`src/mcaw_pkg.sv`:
```
// shared types and constants for the multi-channel activity watchdog
// no dependencies; imported by every module of the block
`default_nettype none

package mcaw_pkg;

   localparam int CHANNELS_DEF   = 6;
   localparam int COUNT_BITS_DEF = 16;
   localparam int MODE_BITS      = 2;
   localparam int CHAN_BITS      = 3;
   localparam int MIN_BITS       = 16;
   localparam int FAIL_BITS      = 3;

   localparam logic [MIN_BITS-1:0]  MIN_MESSAGES_RESET = 16'd5;
   localparam logic [FAIL_BITS-1:0] HEALTHY_CODE       = 3'd6;

   typedef enum logic [MODE_BITS-1:0] {
      MODE_COUNT       = 2'd0,
      MODE_ENABLE      = 2'd1,
      MODE_DISABLE_ALL = 2'd2,
      MODE_CHECK       = 2'd3
   } mode_type;

   // outcome of one window check
   typedef struct packed {
      logic                 all_healthy;
      logic [FAIL_BITS-1:0] failed_channel;
   } scan_type;

endpackage

`default_nettype wire

```
`src/multi_channel_activity_watchdog.sv`:
```
// top level of the multi-channel activity watchdog: input register, threshold csr
// depends on mcaw_pkg, mcaw_chan_bank, mcaw_rsp_reg
//
//   port group   dir  handshake            contents
//   req_*        in   req_valid/req_stall  mode, channel
//   rsp_*        out  rsp_valid/rsp_stall  failed_channel, all_healthy
//   csr_*        in   csr_write_enable     min_messages threshold
//
// one word per cycle unless a window check waits on a stalled result: a word
// is taken into the input register, then the channel bank updates its state and,
// for a window check, the result register loads and drives the output
// reset (synchronous) clears enables, counts, last counts, threshold to 5
// a stalled result holds the next window check in the input register, which
// then stalls the input; other words pass while a result waits
`default_nettype none

module multi_channel_activity_watchdog
   import mcaw_pkg::*;
#(
   parameter int CHANNELS   = CHANNELS_DEF,
   parameter int COUNT_BITS = COUNT_BITS_DEF
) (
   input  wire logic                 clock,
   input  wire logic                 reset,
   input  wire logic                 req_valid,
   output logic                      req_stall,
   input  wire logic [MODE_BITS-1:0] req_mode,
   input  wire logic [CHAN_BITS-1:0] req_channel,
   output logic                      rsp_valid,
   input  wire logic                 rsp_stall,
   output logic [FAIL_BITS-1:0]      rsp_failed_channel,
   output logic                      rsp_all_healthy,
   input  wire logic                 csr_write_enable,
   input  wire logic [MIN_BITS-1:0]  csr_write_data
);

   // threshold register
   logic [MIN_BITS-1:0] min_ff;

   // input register
   logic                 in_valid_ff, in_valid_in;
   mode_type             mode_ff;
   logic [CHAN_BITS-1:0] channel_ff;

   logic     accept;
   logic     advance;
   logic     is_check;
   logic     rsp_free;
   scan_type scan;

   assign is_check  = (mode_ff == MODE_CHECK);
   // only a check needs room in the result register
   assign advance   = in_valid_ff && (!is_check || rsp_free);
   assign req_stall = in_valid_ff && !advance;
   assign accept    = req_valid && !req_stall;

   assign in_valid_in = accept || (in_valid_ff && !advance);

   always_ff @(posedge clock) begin
      if (reset) begin
         in_valid_ff <= 1'b0;
         min_ff      <= MIN_MESSAGES_RESET;
      end else begin
         in_valid_ff <= in_valid_in;
         if (csr_write_enable) begin
            min_ff <= csr_write_data;
         end
      end
      if (accept) begin
         mode_ff    <= mode_type'(req_mode);
         channel_ff <= req_channel;
      end
   end

   mcaw_chan_bank #(
      .CHANNELS   (CHANNELS),
      .COUNT_BITS (COUNT_BITS)
   ) u_bank (
      .clock        (clock),
      .reset        (reset),
      .process      (advance),
      .mode         (mode_ff),
      .channel      (channel_ff),
      .min_messages (min_ff),
      .scan         (scan)
   );

   mcaw_rsp_reg u_rsp (
      .clock              (clock),
      .reset              (reset),
      .load               (advance && is_check),
      .scan               (scan),
      .free               (rsp_free),
      .rsp_valid          (rsp_valid),
      .rsp_stall          (rsp_stall),
      .rsp_failed_channel (rsp_failed_channel),
      .rsp_all_healthy    (rsp_all_healthy)
   );

   // the input side only waits behind a window check
   a_stall_only_on_check: assert property (@(posedge clock) disable iff (reset)
      req_stall |-> (in_valid_ff && is_check))
      else $error("input stalled behind a non-check word");

   // a new result only follows a window check leaving the input register
   a_result_from_check: assert property (@(posedge clock) disable iff (reset)
      $rose(rsp_valid) |-> $past(in_valid_ff && is_check))
      else $error("result appeared without a window check");

   // healthy results carry the healthy code
   a_healthy_code: assert property (@(posedge clock) disable iff (reset)
      (rsp_valid && rsp_all_healthy) |-> (rsp_failed_channel == HEALTHY_CODE))
      else $error("healthy result with a channel index");

   // nothing pending right after reset
   a_reset_clean: assert property (@(posedge clock)
      (!reset && $past(reset)) |-> (!rsp_valid && !req_stall))
      else $error("pipeline not empty after reset");

endmodule

`default_nettype wire

```
`src/mcaw_chan_bank.sv`:
```
// per-channel state: enables, message counters, last window counts, window scan
// depends on mcaw_pkg
`default_nettype none

module mcaw_chan_bank
   import mcaw_pkg::*;
#(
   parameter int CHANNELS   = CHANNELS_DEF,
   parameter int COUNT_BITS = COUNT_BITS_DEF
) (
   input  wire logic                 clock,
   input  wire logic                 reset,
   input  wire logic                 process,
   input  wire mode_type             mode,
   input  wire logic [CHAN_BITS-1:0] channel,
   input  wire logic [MIN_BITS-1:0]  min_messages,
   output scan_type                  scan
);

   localparam int CMP_BITS = (COUNT_BITS > MIN_BITS) ? COUNT_BITS : MIN_BITS;

   logic [CHANNELS-1:0]   enabled_ff, enabled_in;
   logic [COUNT_BITS-1:0] count_ff [CHANNELS];
   logic [COUNT_BITS-1:0] count_in [CHANNELS];
   logic [COUNT_BITS-1:0] last_ff  [CHANNELS];
   logic [COUNT_BITS-1:0] last_in  [CHANNELS];

   logic [CHANNELS-1:0] fail_hit;
   logic [CHANNELS-1:0] before_fail;

   // fail flags are independent compares, before_fail is a one-bit prefix
   always_comb begin
      for (int k = 0; k < CHANNELS; k++) begin
         fail_hit[k] = enabled_ff[k] &&
                       (CMP_BITS'(count_ff[k]) <= CMP_BITS'(min_messages));
      end
      before_fail[0] = 1'b1;
      for (int k = 1; k < CHANNELS; k++) begin
         before_fail[k] = before_fail[k-1] && !fail_hit[k-1];
      end
   end

   // lowest failing channel wins
   always_comb begin
      scan.all_healthy    = 1'b1;
      scan.failed_channel = HEALTHY_CODE;
      for (int k = CHANNELS - 1; k >= 0; k--) begin
         if (fail_hit[k]) begin
            scan.all_healthy    = 1'b0;
            scan.failed_channel = FAIL_BITS'(k);
         end
      end
   end

   always_comb begin
      enabled_in = enabled_ff;
      for (int k = 0; k < CHANNELS; k++) begin
         count_in[k] = count_ff[k];
         last_in[k]  = last_ff[k];
      end
      if (process) begin
         case (mode)
            MODE_COUNT: begin
               for (int k = 0; k < CHANNELS; k++) begin
                  if (int'(channel) == k && count_ff[k] != {COUNT_BITS{1'b1}}) begin
                     count_in[k] = count_ff[k] + COUNT_BITS'(1);
                  end
               end
            end
            MODE_ENABLE: begin
               for (int k = 0; k < CHANNELS; k++) begin
                  if (int'(channel) == k) begin
                     enabled_in[k] = 1'b1;
                     count_in[k]   = '0;
                  end
               end
            end
            MODE_DISABLE_ALL: begin
               enabled_in = '0;
               for (int k = 0; k < CHANNELS; k++) begin
                  count_in[k] = '0;
               end
            end
            MODE_CHECK: begin
               for (int k = 0; k < CHANNELS; k++) begin
                  if (enabled_ff[k] && before_fail[k]) begin
                     last_in[k] = count_ff[k];
                     if (!fail_hit[k]) begin
                        count_in[k] = '0;
                     end
                  end
               end
            end
            default: begin
               enabled_in = enabled_ff;
            end
         endcase
      end
   end

   always_ff @(posedge clock) begin
      if (reset) begin
         enabled_ff <= '0;
         for (int k = 0; k < CHANNELS; k++) begin
            count_ff[k] <= '0;
            last_ff[k]  <= '0;
         end
      end else begin
         enabled_ff <= enabled_in;
         for (int k = 0; k < CHANNELS; k++) begin
            count_ff[k] <= count_in[k];
            last_ff[k]  <= last_in[k];
         end
      end
   end

endmodule

`default_nettype wire

```
`src/mcaw_rsp_reg.sv`:
```
// result register for window check outcomes, valid/stall on the output side
// depends on mcaw_pkg
`default_nettype none

module mcaw_rsp_reg
   import mcaw_pkg::*;
(
   input  wire logic                 clock,
   input  wire logic                 reset,
   input  wire logic                 load,
   input  wire scan_type             scan,
   output logic                      free,
   output logic                      rsp_valid,
   input  wire logic                 rsp_stall,
   output logic [FAIL_BITS-1:0]      rsp_failed_channel,
   output logic                      rsp_all_healthy
);

   logic     valid_ff, valid_in;
   scan_type data_ff;

   assign free     = !valid_ff || !rsp_stall;
   assign valid_in = load || (valid_ff && rsp_stall);

   always_ff @(posedge clock) begin
      if (reset) begin
         valid_ff <= 1'b0;
      end else begin
         valid_ff <= valid_in;
      end
      if (load) begin
         data_ff <= scan;
      end
   end

   assign rsp_valid          = valid_ff;
   assign rsp_failed_channel = data_ff.failed_channel;
   assign rsp_all_healthy    = data_ff.all_healthy;

endmodule

`default_nettype wire
```
`config.mk`:
```
export PLATFORM = sky130hd
export DESIGN_NAME = multi_channel_activity_watchdog
export DESIGN_NICKNAME = d
export VERILOG_FILES = /design/src/mcaw_pkg.sv /design/src/multi_channel_activity_watchdog.sv /design/src/mcaw_chan_bank.sv /design/src/mcaw_rsp_reg.sv
export SDC_FILE = /design/constraint.sdc
export NUM_CORES = 1
export LEC_CHECK = 0
export BUFFER_PORTS_ARGS = -buffer_cell sky130_fd_sc_hd__buf_2
export CAP_MARGIN = 10
export CORE_MARGIN = 2
export CORE_UTILIZATION = 63
export DETAILED_ROUTE_END_ITERATION = 6
export PLACE_DENSITY = 0.81
export SLEW_MARGIN = 0
export SYNTH_ARGS = -nofsm -noshare
export SYNTH_HDL_FRONTEND = slang
export SYNTH_SLANG_ARGS = --single-unit
```
`constraint.sdc`:
```
create_clock -name clock -period 3.2 [get_ports clock]
set_input_delay 0.48 -clock clock [delete_from_list [all_inputs] [get_ports clock]]
set_output_delay 0.48 -clock clock [all_outputs]
set_load 0.02 [all_outputs]
```
==> results of run 1 <==
==> power by group through the flow <==
stage | clock (mW) | combinational [mW] | sequential (mW)
after floorplan | 0 | 0.248 | 1.69
after global placement | 0 | 0.366 | 1.70
after detailed placement | 0 | 0.375 | 1.70
after CTS | 2.03 | 0.382 | 1.66
after global routing | 2.11 | 0.452 | 1.67
final | 2.03 | 0.414 | 1.67
==> final cells by class <==
type                            instances  share of cell area (%)
Multi-Input combinational cell        833                   57.86
Clock buffer                           17                   4.284
Inverter                               41                   1.625
Tap cell                              176                   2.217
Sequential cell                       129                   26.94
Timing Repair Buffer                   79                   5.266
Clock inverter                         15                   1.814
==> cell usage after synthesis, types with 2 or more instances <==
cell type  count
nor3b_1        5
a211oi_1      17
o21a_1        10
o31ai_1       12
o21ai_0       53
and3_1        27
o211ai_1       7
a21boi_0       4
nor3_1        30
inv_1         41
o311ai_0       5
nor4b_1        6
or4_1          7
and2_1         9
dfxtp_1      120
ha_1         102
nand2b_1       6
o211a_1        2
a31oi_1       12
edfxtp_1       9
nor2_1        75
a32oi_1        2
xnor2_1       15
a22oi_1        6
nor4_1        19
a21oi_1       97
mux2i_1       19
nor2b_1        7
clkbuf_1      39
nand2_1       93
nand4_1       29
o31a_1         4
a41oi_1        9
buf_1          3
nor4_4         2
nand3_1       54
or2_2          4
o221ai_1       3
or3_1         15
a21o_1        10
and3b_1        2
a311oi_1      23
and4_1        11
==> state kept, by name, indices dropped and copies added (netlist names) <==
signal and cells:
u_bank.count_ff 96, min_ff 16, in_valid_ff 1, u_rsp.rsp_failed_channel 3
mode_ff 2, channel_ff 3, u_rsp.rsp_valid 1, u_rsp.rsp_all_healthy 1
u_bank.enabled_ff 6
==> worst paths after layout <==
kind                                              end  cells after the start
setup / recovery  u_bank.count_ff[0][38]$_SDFFE_PP0P_                     13
hold / removal                   mode_ff[1]$_DFFE_PP_                      1
setup reg to reg  u_bank.count_ff[0][38]$_SDFFE_PP0P_                     13
hold reg to reg               min_ff[15]$_SDFFE_PP0P_                      2
==> per-stage QoR <==
step           setup WS, ns  cell area [um^2]  std cells  hold slack, ns
6_report          -0.005820              9931       1290          0.2233
5_1_grt            -0.09356              9931       1290          0.2159
4_1_cts             0.02792              9717       1277          0.2178
3_5_place_dp        0.03167              9102       1245          0.4865
3_3_place_gp         0.1715              9102       1245          0.4725
2_1_floorplan        0.4630              8636       1047          0.4484
==> metal layers <==
| metal | share of wire (%) | global-route usage (%) | vias up |
|---|---|---|---|
| li1 | - | - | 4095 |
| met1 | 42 | 44.70 | 4013 |
| met2 | 44 | 51.23 | 431 |
| met3 | 8.4 | 6.391 | 115 |
| met4 | 5.3 | 18.31 | 0 |
| met5 | 0 | 0 | - |
==> logic make-up (layout without fill, tap and decap cells) <==
logic type,after synthesis,in the layout,share of synthesized area (%)
buffers and inverters,86,152,3.883
adder cells (fa/ha/maj),102,102,14.78
flip-flops,129,129,30.95
AO/OA/AOI/OAI,288,289,21.79
XOR/XNOR,15,15,1.521
AND/OR/NAND/NOR,408,408,24.88
multiplexers,19,19,2.202
==> what timing repair did <==
| action | 4_1_cts | 5_1_grt |
|---|---|---|
| gates cloned | 0 | 1 |
| pin swaps | 0 | 12 |
| buffers inserted | 0 | 12 |
| endpoints found under the setup margin | 3 | 46 |
| gates resized for setup | 2 | 24 |
==> reports/metrics.yaml, run 1 <==
power_frac_comb_pct: 10.1
drt_iter0_drc: 1088
drv_slew: 0
ys.flop_type: "dfxtp_1"
path_buf_inv: 4
crit_start: "min_ff[4]$_SDFFE_PP0P_"
power_frac_seq_pct: 40.6
synth_edf_count: 9
groute.usage.overall_pct: 33.59
antenna_found_initial: 0
p_total_mw: 4.107
hold_viol_final: 0
ys_types: 65
cts-buffers-inserted: 17
period_needed_ns: 3.206
post-route-util_pct: 74.69
ios: 32
fp.dieW_um: 121.1
finalNetCount: 1229
critPathArrivalTime_ns: 3.56
crit_chain: "clkinvlp_4, ha_4, nand4_1, nor4_4, a21bo_2, a31oi_4, nand3_2, buf_4, buf_4, o31ai_1, buf_4, nand3_1, a21oi_2"
yosysWarnings: 0
antenna-diode-count: 0
dp_hpwl_mm: 16.71
cts_tree: "done"
n_fill_cell: 976
place.gp.congestion: 0.9182
hp-class: "input pin to flop"
status: "finished, violations left"
initial_core_util_pct: 64.95
grt_setup_unrepaired: "true"
crit_type: "flop to flop"
synth.avg_cell_area_um2: 8.248
intPower_mw: 3.024
max_freq_mhz: 311.9
yosysSeqAreaShare_pct: 30.95
multiInputGateArea_um2: 5746
synthTopCellsByArea: "dfxtp_1 (28%), ha_1 (15%), a21oi_1 (5.6%)"
first_pass_iters: 7
p_switching_mw: 1.083
worst_slack_ns: -0.005820
overflow: 0
peakVddDrop_mv: 0.3423
routed_wl_mm: 25.04
die_area_um2: 14660
p_leak_nw: 3.777
drtAntennaViolNets: 0
layout_commonest_cell: "dfxtp_1"
crit_fanout: 4
p_clk_share_pct: 49.3
seq_area_um2: 2675
areaGrowthSynthToFinish_pct: 15.00
grt_pass1_vias: 7734
htreeDepth: 4
slowest_stage: "nor4_4"
die_h_um: 121.1
crit_top_cell: "buf_4"
cp_top_family: "compound AO/OA/AOI/OAI gates"
critPathCaptureType: "flop"
grt_max_degree: 86
post-route-period-util_pct: 100.2
worstSkewPairLatency_ns: 0.43
clk_pin_slew_ns: 0.06
slowest_delay_ns: 0.36
setup_viol: 1
synth_nets: 1175
fin_setup_tns_ns: -0.005820
grt_pass1_wl_mm: 38.98
drc: 0
violations: "setup timing"
synth_area_leader_cell: "dfxtp_1"
clock-sinks: 129
worst_slew_pin_slew_ns: 0.9455
cts_root_buf: "clkbuf_16"
core_area_um2: 13300
vias: 8654
start_kind: "flop"
powerDensity_nw_per_um2: 413.5
num_rows: 42
synth_cells: 1047
drive_above_1_share_pct: 13.29
port_buffers: 31
layout_common_cells: "dfxtp_1 (118), ha_1 (98), a21oi_1 (95), nand2_1 (91), nor2_1 (74)"
synth.cell_area_um2: 8636
ctsHoldBuffers: 0
synth-async-reset-ratio_pct: 0
wl_per_cell_um: 19.41
ys_ff_latch: 129
cts.path.max_buffers: 2
slew_headroom_pct: 36.97
maxCapViolCount: 0
switching_share_pct: 26.37
r2r_slack_ns: -0.006
hp-start: "req_mode[1]"
synth_top_area_share_pct: 27.82
fin_skew_ns: 0.01065
required_ns: 3.56
r2r-start: "min_ff[4]$_SDFFE_PP0P_"
avgViaCountPerCell: 6.709
Note: power is estimated with default switching activity, not from simulation.
==> inputs of run 2 (changes only) <==
--- a/config.mk
+++ b/config.mk
@@ -8,9 +8,10 @@
 export BUFFER_PORTS_ARGS = -buffer_cell sky130_fd_sc_hd__buf_2
 export CAP_MARGIN = 10
 export CORE_MARGIN = 2
-export CORE_UTILIZATION = 63
+export CORE_UTILIZATION = 57
 export DETAILED_ROUTE_END_ITERATION = 6
-export PLACE_DENSITY = 0.81
+export PLACE_DENSITY = 0.74
+export SKIP_CTS_REPAIR_TIMING = 1
 export SLEW_MARGIN = 0
 export SYNTH_ARGS = -nofsm -noshare
 export SYNTH_HDL_FRONTEND = slang
==> reports/metrics.yaml, run 2 (same netlist as run 1, synthesis figures left out) <==
ios: 32  # unchanged
status: "finished clean"
areaGrowthSynthToFinish_pct: 14.11
p_total_mw: 3.964  # -3.5%
crit_fanout: 10  # +6
maxCapViolCount: 0  # unchanged
drc: 0  # unchanged
wl_per_cell_um: 18.46  # -4.9%
cts_tree: "done"
fin_skew_ns: 0.01104  # +0.0003856 ns
hp-class: "input pin to flop"
crit_start: "min_ff[9]$_SDFFE_PP0P_"
hold_viol_final: 0  # unchanged
drv_slew: 0  # unchanged
htreeDepth: 4  # unchanged
layout_commonest_cell: "dfxtp_1"
finalNetCount: 1230  # +0.081%
largest_register_ffs: 96  # unchanged
drive_above_1_share_pct: 12.56  # -0.73 points
grt_pass1_wl_mm: 38.87  # -0.27%
die_h_um: 127.1  # +5.0%
slew_headroom_pct: 51.69  # +15 points
whs_ns: 0.2218  # -0.001511 ns
clk_pin_slew_ns: 0.06  # about the same
avgViaCountPerCell: 6.443  # -4.0%
vias: 8369  # -3.3%
cts.path.max_buffers: 2  # unchanged
grt_pass1_vias: 7581  # -2.0%
place.gp.congestion: 0.9309  # +1.4%
peakVddDrop_mv: 0.3708  # +8.3%
worstSkewPairLatency_ns: 0.43  # about the same
period_needed_ns: 3.129  # -0.07648 ns
worst_slew_pin_slew_ns: 0.7219  # -0.2236 ns
num_rows: 44  # +4.8%
layout_common_cells: "dfxtp_1 (119), ha_1 (99), a21oi_1 (97), nand2_1 (93), nor2_1 (74)"
critPathCaptureType: "flop"
antenna_found_initial: 0  # unchanged
overflow: 0  # unchanged
powerDensity_nw_per_um2: 402.3  # -2.7%
drtAntennaViolNets: 0  # unchanged
grt_setup_unrepaired: "true"
reg.largest.list: "u_bank.count_ff x96, min_ff x16, u_bank.enabled_ff x6"
cts-buffers-inserted: 17  # unchanged
fp.dieW_um: 127.1  # +5.0%
clock-sinks: 129  # unchanged
die_area_um2: 16150  # +10%
first_pass_iters: 6  # -1
antenna-diode-count: 0  # unchanged
cts_root_buf: "clkbuf_16"
routed_wl_mm: 23.98  # -4.2%
start_kind: "flop"
r2r_cells: 12  # -1
hold_depth: 1  # unchanged
drt_iter0_drc: 829  # -24%
critPathCapture: "u_bank.count_ff[0][35]$_SDFFE_PP0P_"
regMostFlops: "u_bank.count_ff"
crit_type: "flop to flop"
setup_viol: 0  # -1
r2r_slack_ns: 0.07  # +0.08 ns
port_buffers: 31  # unchanged
groute.usage.overall_pct: 30.06  # -3.5 points
initial_core_util_pct: 58.97  # -6.0 points
post-route-period-util_pct: 97.79  # -2.4 points
required_ns: 3.56  # about the same
max_freq_mhz: 319.6  # +2.4%
dp_hpwl_mm: 16.98  # +1.6%
critPathArrivalTime_ns: 3.49  # -0.07 ns
r2r-start: "min_ff[9]$_SDFFE_PP0P_"
reg2reg_to: "u_bank.count_ff[0][35]$_SDFFE_PP0P_"
core_area_um2: 14640  # +10%
grt_max_degree: 48  # -44%
p_leak_nw: 3.764  # -0.33%
==> run 2: report_power, final <==
group / leakage [nW] / internal [mW] / switching [mW] / total (mW)
Sequential: 1.05 / 1.64 / 0.0201 / 1.66
Clock: 0.279 / 1.03 / 0.861 / 1.89
Combinational: 2.43 / 0.151 / 0.259 / 0.410
==> run 2: critical path, stage by stage, from the launching register on <==
cell and delay, ns:
dfxtp_2 0.35, clkinvlp_4 0.15, ha_4 0.31, nand4_1 0.15
nor4_4 0.34, a21bo_2 0.29, a31oi_4 0.19, buf_4 0.15
nand3_2 0.09, o31a_1 0.36, buf_4 0.20, or3_1 0.34
a21oi_1 0.14
==> run 2: per-layer routing <==
layer,vias to the layer above,GRT usage (%),part of all wire (%)
met5,-,0,0
met1,3882,40.57,44
li1,4107,-,-
met4,0,11.05,3.1
met3,57,5.946,6.8
met2,323,47.98,46
==> run 2: layout make-up <==
class	instances	area (um^2)
Fill cell	1212	4790
Inverter	41	161.4
Sequential cell	129	2674
Clock inverter	15	132.6
Tap cell	184	230.2
Multi-Input combinational cell	833	5704
Clock buffer	17	425.4
Timing Repair Buffer	80	526.8
==> run 2: worst min-delay path by stage <==
stage                                                    from                                  end  slack [ns]
final                                          req_channel[1]              channel_ff[1]$_DFFE_PP_        0.22
after CTS                                      req_channel[1]              channel_ff[1]$_DFFE_PP_        0.22
after detailed placement               min_ff[3]$_SDFFE_PP0P_               min_ff[3]$_SDFFE_PP0P_        0.48
after global routing                           req_channel[0]              channel_ff[0]$_DFFE_PP_        0.21
after global placement                 min_ff[1]$_SDFFE_PP0P_               min_ff[1]$_SDFFE_PP0P_        0.47
after floorplan           u_bank.count_ff[0][30]$_SDFFE_PP0P_  u_bank.count_ff[0][30]$_SDFFE_PP0P_        0.45
==> run 2: metrics by stage <==
stage / cell area (um^2) / util (%) / worst slack, ns / cells / TNS [ns]
6_report: 9854 / 67.29 / 0.07066 / 1299 / 0
5_1_grt: 9854 / 67.29 / -0.07452 / 1299 / -0.3264
4_1_cts: 9723 / 66.40 / 0.01868 / 1292 / 0
3_5_place_dp: 9165 / 62.59 / 0.03662 / 1260 / 0
3_3_place_gp: 9165 / 62.59 / 0.1201 / 1260 / 0
2_1_floorplan: 8636 / - / 0.4630 / 1047 / 0
